`src/hdl/moesi_snoop_coherence_macros.svh`:
```
// assertion helpers shared by the coherence block
`ifndef MOESI_SNOOP_COHERENCE_MACROS_SVH
`define MOESI_SNOOP_COHERENCE_MACROS_SVH

// plain property, sampled on clk, off while in reset
`define MOESI_ASSERT(label, prop, msg) \
  label: assert property (@(posedge clk) disable iff (rst) (prop)) else $error(msg);

// implication in the same cycle, sampled on clk, off while in reset
`define MOESI_ASSERT_IMPL(label, ante, cons, msg) \
  label: assert property (@(posedge clk) disable iff (rst) (ante) |-> (cons)) else $error(msg);

`endif

```
`src/hdl/moesi_pkg.sv`:
```
package moesi_pkg;

  // sizes of the shared line state
  localparam int NUM_LINES  = 256;
  localparam int NUM_CACHES = 4;
  localparam int LINE_W     = $clog2(NUM_LINES);
  localparam int CACHE_W    = $clog2(NUM_CACHES);
  localparam int ST_W       = 3;

  // coherence state codes
  localparam logic [ST_W-1:0] ST_I = 3'd0;
  localparam logic [ST_W-1:0] ST_S = 3'd1;
  localparam logic [ST_W-1:0] ST_E = 3'd2;
  localparam logic [ST_W-1:0] ST_O = 3'd3;
  localparam logic [ST_W-1:0] ST_M = 3'd4;

  // access codes
  localparam logic OP_READ  = 1'b0;
  localparam logic OP_WRITE = 1'b1;

  // one state per cache for one line
  typedef logic [NUM_CACHES-1:0][ST_W-1:0] line_vec_t;

  // outcome of one access, from the transition logic to the top
  typedef struct packed {
    logic            upd;
    logic            hit;
    logic [ST_W-1:0] old_state;
    logic [ST_W-1:0] new_state;
    logic            peer_held;
  } res_t;

endpackage

```
`src/hdl/moesi_req_if.sv`:
```
interface moesi_req_if;
  logic       valid;
  logic       ready;
  logic       op;
  logic [1:0] requester;
  logic [7:0] line_index;

  modport source (output valid, output op, output requester, output line_index,
                  input ready);
  modport sink (input valid, input op, input requester, input line_index,
                output ready);
endinterface

```
`src/hdl/moesi_rsp_if.sv`:
```
interface moesi_rsp_if;
  logic       valid;
  logic       ready;
  logic       hit;
  logic [2:0] old_state;
  logic [2:0] new_state;
  logic       peer_held;

  modport source (output valid, output hit, output old_state, output new_state,
                  output peer_held, input ready);
  modport sink (input valid, input hit, input old_state, input new_state,
                input peer_held, output ready);
endinterface

```
`src/hdl/moesi_line_store.sv`:
```
module moesi_line_store import moesi_pkg::*; (
  input  logic              clk,
  input  logic              rst,
  input  logic              rd_en,
  input  logic [LINE_W-1:0] rd_addr,
  input  logic              wr_en,
  input  logic [LINE_W-1:0] wr_addr,
  input  line_vec_t         wr_data,
  output line_vec_t         rd_data
);

  line_vec_t              mem [NUM_LINES];
  logic [NUM_LINES-1:0]   valid;
  line_vec_t              raw_q;
  logic                   vld_q;
  logic                   fwd_q;
  line_vec_t              last_wr;

  // state array, read registered
  always_ff @(posedge clk) begin
    if (wr_en) begin
      mem[wr_addr] <= wr_data;
    end
    if (rd_en) begin
      raw_q <= mem[rd_addr];
    end
  end

  // per-line valid bits, a line never written reads as all invalid
  always_ff @(posedge clk) begin
    if (rst) begin
      valid <= '0;
      vld_q <= 1'b0;
      fwd_q <= 1'b0;
    end else begin
      if (wr_en) begin
        valid[wr_addr] <= 1'b1;
      end
      if (rd_en) begin
        vld_q <= valid[rd_addr];
        fwd_q <= wr_en && (wr_addr == rd_addr);
      end
    end
  end

  // copy of the last write for a read of the same line in the same cycle
  always_ff @(posedge clk) begin
    if (wr_en) begin
      last_wr <= wr_data;
    end
  end

  assign rd_data = fwd_q ? last_wr : (vld_q ? raw_q : '0);

endmodule

```
`src/hdl/moesi_next_state.sv`:
```
module moesi_next_state import moesi_pkg::*; (
  input  logic       op,
  input  logic [1:0] requester,
  input  line_vec_t  vec,
  output line_vec_t  vec_next,
  output res_t       res
);

  logic               in_range;
  logic [CACHE_W-1:0] req_idx;
  logic [ST_W-1:0]    old_st;
  logic               rd_peer;
  logic               wr_peer;

  assign in_range = 32'(requester) < NUM_CACHES;
  assign req_idx  = CACHE_W'(requester);

  // requester state, unknown codes taken as invalid
  always_comb begin
    old_st = vec[req_idx];
    if (old_st > ST_M) begin
      old_st = ST_I;
    end
  end

  // snoop all peers in parallel
  always_comb begin
    rd_peer = 1'b0;
    wr_peer = 1'b0;
    for (int c = 0; c < NUM_CACHES; c++) begin
      if (c != int'(requester)) begin
        if (vec[c] == ST_M || vec[c] == ST_O || vec[c] == ST_E || vec[c] == ST_S) begin
          rd_peer = 1'b1;
        end
        if (vec[c] != ST_I) begin
          wr_peer = 1'b1;
        end
      end
    end
  end

  // transitions for requester and peers
  always_comb begin
    vec_next = vec;
    res      = '0;
    if (in_range) begin
      res.upd       = 1'b1;
      res.old_state = old_st;
      if (op == OP_READ) begin
        if (old_st != ST_I) begin
          res.hit       = 1'b1;
          res.new_state = old_st;
        end else begin
          for (int c = 0; c < NUM_CACHES; c++) begin
            if (c != int'(requester)) begin
              if (vec[c] == ST_M || vec[c] == ST_O) begin
                vec_next[c] = ST_O;
              end else if (vec[c] == ST_E) begin
                vec_next[c] = ST_S;
              end
            end
          end
          res.new_state     = rd_peer ? ST_S : ST_E;
          res.peer_held     = rd_peer;
          vec_next[req_idx] = res.new_state;
        end
      end else begin
        res.new_state = ST_M;
        if (old_st == ST_M || old_st == ST_E) begin
          res.hit = 1'b1;
        end else begin
          // upgrade or write miss: every other copy goes away
          for (int c = 0; c < NUM_CACHES; c++) begin
            if (c != int'(requester)) begin
              vec_next[c] = ST_I;
            end
          end
          res.hit       = (old_st != ST_I);
          res.peer_held = (old_st == ST_I) && wr_peer;
        end
        vec_next[req_idx] = ST_M;
      end
    end
  end

endmodule

```
`src/hdl/moesi_snoop_coherence.sv`:
```
// channel   dir  payload                                  handshake
// req       in   op, requester, line_index                valid/ready
// rsp       out  hit, old_state, new_state, peer_held     valid/ready
//
// one request per cycle unless stalled; request register, then result register
// the accepting edge reads the line's state; the transition stage snoops and writes it back
// a write followed by a request to the same line is forwarded, no bubble
// reset clears all line valid bits at once, every line reads as all invalid
// a held result stalls the transition stage and then the request side
module moesi_snoop_coherence import moesi_pkg::*; (
  input logic         clk,
  input logic         rst,
  moesi_req_if.sink   req,
  moesi_rsp_if.source rsp
);

`include "moesi_snoop_coherence_macros.svh"

  logic              accept;
  logic              adv;
  logic              s1_valid;
  logic              s1_op;
  logic [1:0]        s1_req;
  logic [LINE_W-1:0] s1_line;
  line_vec_t         vec;
  line_vec_t         vec_next;
  res_t              res;
  logic              out_valid;
  res_t              out_res;
  logic              rd_done;
  logic              wr_done;
  logic              rd_same;
  logic              rd_shared;

  assign adv       = s1_valid && (!out_valid || rsp.ready);
  assign req.ready = !s1_valid || adv;
  assign accept    = req.valid && req.ready;

  // request register
  always_ff @(posedge clk) begin
    if (rst) begin
      s1_valid <= 1'b0;
    end else if (accept) begin
      s1_valid <= 1'b1;
    end else if (adv) begin
      s1_valid <= 1'b0;
    end
  end

  always_ff @(posedge clk) begin
    if (accept) begin
      s1_op   <= req.op;
      s1_req  <= req.requester;
      s1_line <= req.line_index[LINE_W-1:0];
    end
  end

  // line state storage
  moesi_line_store u_store (
    .clk     (clk),
    .rst     (rst),
    .rd_en   (accept),
    .rd_addr (req.line_index[LINE_W-1:0]),
    .wr_en   (adv && res.upd),
    .wr_addr (s1_line),
    .wr_data (vec_next),
    .rd_data (vec)
  );

  // snoop and state transitions
  moesi_next_state u_next (
    .op        (s1_op),
    .requester (s1_req),
    .vec       (vec),
    .vec_next  (vec_next),
    .res       (res)
  );

  // result register
  always_ff @(posedge clk) begin
    if (rst) begin
      out_valid <= 1'b0;
    end else if (adv) begin
      out_valid <= 1'b1;
    end else if (rsp.ready) begin
      out_valid <= 1'b0;
    end
  end

  always_ff @(posedge clk) begin
    if (adv) begin
      out_res <= res;
    end
  end

  assign rsp.valid     = out_valid;
  assign rsp.hit       = out_res.hit;
  assign rsp.old_state = out_res.old_state;
  assign rsp.new_state = out_res.new_state;
  assign rsp.peer_held = out_res.peer_held;

  // terms for the checks below
  assign rd_done   = adv && res.upd && s1_op == OP_READ;
  assign wr_done   = adv && res.upd && s1_op == OP_WRITE;
  assign rd_same   = res.new_state == res.old_state && vec_next == vec;
  assign rd_shared = res.new_state == ST_S;

  // read hits leave the whole line untouched
  `MOESI_ASSERT_IMPL(a_read_hit_quiet, rd_done && res.hit, rd_same, "read hit changed line state")
  // a handled access always leaves the requester with a copy
  `MOESI_ASSERT_IMPL(a_req_valid_after, adv && res.upd, res.new_state != ST_I, "requester left in I")
  // every write ends in modified
  `MOESI_ASSERT_IMPL(a_write_to_m, wr_done, res.new_state == ST_M, "write did not end in M")
  // read miss: shared exactly when a peer answered
  `MOESI_ASSERT_IMPL(a_miss_share, rd_done && !res.hit, res.peer_held == rd_shared, "read miss vs snoop")

endmodule

```
`src/flat_wrapper.sv`:
```
// flat-port wrapper written by rule: the top's interface ports become plain ports
module moesi_snoop_coherence_flat import moesi_pkg::*;
  (clk, rst, req_valid, req_op, req_requester, req_line_index, req_ready, rsp_valid, rsp_hit, rsp_old_state, rsp_new_state, rsp_peer_held, rsp_ready);
  moesi_req_if req_i ();
  moesi_rsp_if rsp_i ();
  input logic clk;
  input logic rst;
  input wire logic [$bits(req_i.valid)-1:0] req_valid;
  input wire logic [$bits(req_i.op)-1:0] req_op;
  input wire logic [$bits(req_i.requester)-1:0] req_requester;
  input wire logic [$bits(req_i.line_index)-1:0] req_line_index;
  output wire logic [$bits(req_i.ready)-1:0] req_ready;
  output wire logic [$bits(rsp_i.valid)-1:0] rsp_valid;
  output wire logic [$bits(rsp_i.hit)-1:0] rsp_hit;
  output wire logic [$bits(rsp_i.old_state)-1:0] rsp_old_state;
  output wire logic [$bits(rsp_i.new_state)-1:0] rsp_new_state;
  output wire logic [$bits(rsp_i.peer_held)-1:0] rsp_peer_held;
  input wire logic [$bits(rsp_i.ready)-1:0] rsp_ready;
  assign req_i.valid = req_valid;
  assign req_i.op = req_op;
  assign req_i.requester = req_requester;
  assign req_i.line_index = req_line_index;
  assign req_ready = req_i.ready;
  assign rsp_valid = rsp_i.valid;
  assign rsp_hit = rsp_i.hit;
  assign rsp_old_state = rsp_i.old_state;
  assign rsp_new_state = rsp_i.new_state;
  assign rsp_peer_held = rsp_i.peer_held;
  assign rsp_i.ready = rsp_ready;
  moesi_snoop_coherence u_core (.clk(clk), .rst(rst), .req(req_i), .rsp(rsp_i));
endmodule
```
`config.mk`:
```
export PLATFORM = sky130hd
export DESIGN_NAME = moesi_snoop_coherence_flat
export DESIGN_NICKNAME = d
export VERILOG_FILES = /design/src/hdl/moesi_pkg.sv /design/src/hdl/moesi_req_if.sv /design/src/hdl/moesi_rsp_if.sv /design/src/hdl/moesi_line_store.sv /design/src/hdl/moesi_next_state.sv /design/src/hdl/moesi_snoop_coherence.sv /design/src/flat_wrapper.sv
export VERILOG_INCLUDE_DIRS = /design/src /design/src/hdl
export SDC_FILE = /design/constraint.sdc
export NUM_CORES = 2
export LEC_CHECK = 0
export BUFFER_PORTS_ARGS = -buffer_cell sky130_fd_sc_hd__buf_2
export CAP_MARGIN = 30
export CORE_UTILIZATION = 45
export DETAILED_ROUTE_END_ITERATION = 10
export HOLD_SLACK_MARGIN = 0.08
export SLEW_MARGIN = 20
export SYNTH_ARGS = -nofsm -noshare
export SYNTH_HDL_FRONTEND = slang
export SYNTH_SLANG_ARGS = --single-unit
```
`constraint.sdc`:
```
create_clock -name clk -period 34.8 [get_ports clk]
set_clock_uncertainty 0.1 [all_clocks]
set_input_delay 6.96 -clock clk [delete_from_list [all_inputs] [get_ports clk]]
set_output_delay 6.96 -clock clk [all_outputs]
set_load 0.005 [all_outputs]
```
==> results.sh <==
export IMPL_cpMostUsedCell="buf_2"
export IMPL_yosysSeqAreaShare_pct=76.77
export IMPL_power_switching_share_pct=21.75
export IMPL_area_delta_synth_final_pct=13.72
export IMPL_grt_usage_pct=22.87
export IMPL_critical_path_cell_chain="buf_2 -> nand2b_1 -> or2_2 -> buf_2"
export IMPL_cts_max_level=5
export IMPL_cts_setup_buffers=0
export IMPL_cts_root_buffer="clkbuf_16"
export IMPL_synth_common_cells="edfxtp_1, mux4_2, nor2_1"
export IMPL_drt_vias_per_instance=6.170
export IMPL_grt_max_degree=226
export IMPL_synth_enable_flop_cells=3115
export IMPL_clk_latency_ps=950
export IMPL_wl_um=330000
export IMPL_ys_warnings_count=0
export IMPL_final_hold_viol_count=0
export IMPL_placementRows=195
export IMPL_grt_overflow=0
export IMPL_crit_path_top_delay_cell="or2_2"
export IMPL_worst_r2r_startpoint="u_core.u_store.fwd_q$_SDFFE_PP0P_"
export IMPL_synth_top_cell_area_share_pct=72.72
export IMPL_drt_initial_drc_count=7315
export IMPL_setup_viol=0
export IMPL_synth_top_cells_by_area="edfxtp_1, mux4_2, dfxtp_1, a22o_1, a221oi_1"
export IMPL_post_route_period_util_pct=42.31
export IMPL_cp_startpoint="rsp_ready"
export IMPL_synth_top_area_cell="edfxtp_1"
export IMPL_maxCapViolCount=0
export IMPL_clkSinkCount=3375
export IMPL_num_fill_cells=21970
export IMPL_nets=6360
export IMPL_ctsResizeCount=0
export IMPL_comb_power_share_pct=5.2
export IMPL_rsz0062_at_grt="false"
export IMPL_synth_most_common_cell="edfxtp_1"
export IMPL_hpwl_um=194100
export IMPL_multi_input_area_um2=28320
export IMPL_syn_nets=6021
export IMPL_power_switching_mw=1.856
export IMPL_die_x_um=536.6
export IMPL_worstPathArrival_ps=7660
export IMPL_cts_buffers=342
export IMPL_dr_pass1_iters=5
export IMPL_wl_per_cell_um=31.80
export IMPL_drive_gt1_share_pct=27.44
export IMPL_crit_buf_inv=2
export IMPL_cp_top_family="simple AND/OR/NAND/NOR gates"
export IMPL_synthArstFlopShare_pct=0
export IMPL_p_int_mw=6.676
export IMPL_cp_max_fo=3
export IMPL_path_clk_slew_ps=60
export IMPL_required_ps=27740
export IMPL_crit_path_start_kind="input port"
export IMPL_antenna_found_initial=18
export IMPL_die_area_um2=288000
export IMPL_slew_headroom_pct=30.71
export IMPL_drv_slew=0
export IMPL_peakVddDrop_mv=0.03699
export IMPL_design_portCount=25
export IMPL_synth_distinct_cells=63
export IMPL_remaining_drc_errors=0
export IMPL_syn_area_um2=128600
export IMPL_postSynthCellCount=6006
export IMPL_status="complete, no violations"
export IMPL_start_util_pct=45.41
export IMPL_postCtsHoldBufs=0
export IMPL_p_clk_share_pct=42.3
export IMPL_power_leakage_nw=46.34
export IMPL_worst_pin_slew_ps=1031
export IMPL_final_util_pct=51.64
export IMPL_final_seq_area_um2=98740
export IMPL_synth_seq_cells=3375
export IMPL_max_clock_path_buffers=4
export IMPL_period_needed_ps=14720
export IMPL_cpPeakStageDelay_ps=310
export IMPL_power_density_nw_per_um2=58.33
export IMPL_max_freq_mhz=67.92
export IMPL_synthFlopType="edfxtp_1"
export IMPL_avgSynthCellArea_um2=21.42
export IMPL_critPathKind="in -> out"
export IMPL_grt_pass1_wl_um=472400
export IMPL_cts_tree="built"
export IMPL_die_h_um=536.6
export IMPL_fin_setup_tns_ps=0
export IMPL_drtAntennaViolNets=0
export IMPL_seqPwrFrac_pct=52.5
export IMPL_grt_pass1_vias=64130
export IMPL_core_area_um2=283300
export IMPL_place_gp_congestion=0.8269
export IMPL_portBuffers=24
export IMPL_worst_hold_startpoint="u_core.u_store.valid[147]$_SDFFE_PP0P_"
export IMPL_vias=64030
export IMPL_hold_class="reg -> reg"
export IMPL_end_kind="primary output"
-- cell usage in the layout, fill, tap and decap left out, types with 36 or more instances in the layout --
| master | instances |
|---|---|
| clkinv_1 | 61 |
| a22o_1 | 197 |
| o21ai_0 | 51 |
| a221oi_1 | 193 |
| nand2_1 | 43 |
| o21a_1 | 208 |
| nor2_2 | 99 |
| nor2_1 | 272 |
| clkbuf_1 | 94 |
| edfxtp_1 | 3115 |
| clkbuf_16 | 347 |
| clkinv_2 | 44 |
| o22ai_1 | 100 |
| mux4_2 | 832 |
| dfxtp_1 | 260 |
| buf_4 | 274 |
| buf_6 | 36 |
-- state kept, by name, summed over array words and instances (netlist names) --
signal                  cells
u_core.rsp.hit              1
u_core.rsp.new_state        3
u_core.rsp.old_state        3
u_core.rsp.peer_held        1
u_core.rsp.valid            1
u_core.s1_line              8
u_core.s1_op                1
u_core.s1_req               2
u_core.s1_valid             1
u_core.u_store.fwd_q        1
u_core.u_store.last_wr     12
u_core.u_store.mem       3072
u_core.u_store.raw_q       12
u_core.u_store.valid      256
u_core.u_store.vld_q        1
-- logic make-up after synthesis --
kind of cell | after synthesis | synth area share [%]
multiplexers | 866 | 14.85
XOR/XNOR | 17 | 0.1216
AND/OR/NAND/NOR | 517 | 1.682
AO/OA/AOI/OAI | 837 | 5.041
buffers and inverters | 394 | 1.538
flip-flops | 3375 | 76.77
-- power by group through the flow --
stage	clock, mW	combinational [mW]	sequential [mW]
2_1_floorplan	0	0.262	4.61
3_3_place_gp	0	0.426	4.57
3_5_place_dp	0	0.438	4.57
4_1_cts	3.66	0.438	4.48
5_1_grt	3.81	0.467	4.48
6_report	3.61	0.444	4.48
-- stage by stage --
stage / setup WS, ps / total power [mW] / cell area [µm²] / hold slack [ps] / cells
floorplan: 20250 / 4.868 / 128600 / 335.0 / 6006
global placement: 20040 / 4.996 / 134100 / 340.3 / 9667
detailed placement: 20080 / 5.008 / 134800 / 347.8 / 9718
CTS: 20070 / 8.586 / 145800 / 362.9 / 10340
global route: 20040 / 8.761 / 146300 / 372.6 / 10380
finish: 20080 / 8.532 / 146300 / 358.8 / 10380
-- routing by layer --
layer  track usage, %  up-vias  part of all wire, %  wire (µm)
met2            35.35     2679                   47     155100
li1                 -    26140                    -          -
met4            7.104        4                  3.0       9992
met5                0        -               0.0082         27
met3            4.028      504                  7.8      25810
met1            33.29    34700                   42     139100
-- layout make-up --
type	instances	share of cell area (%)
Antenna cell	9	0.01540
Clock buffer	465	6.403
Tap cell	3743	3.202
Clock inverter	159	1.088
Sequential cell	3375	67.51
Multi-Input combinational cell	2237	19.36
Inverter	10	0.03079
Timing Repair Buffer	379	2.395
-- path summary, 6_finish.rpt --
kind                                                          endpoint  slack (ps)  depth (start not counted)
worst max register to register    u_core.u_store.mem[173][1]$_DFFE_PP_       27740                         10
worst max-delay path                                         req_ready       20080                          4
worst min register to register  u_core.u_store.valid[147]$_SDFFE_PP0P_         360                          1
worst min-delay path            u_core.u_store.valid[147]$_SDFFE_PP0P_         360                          1
(Power assumes the default switching activity.)
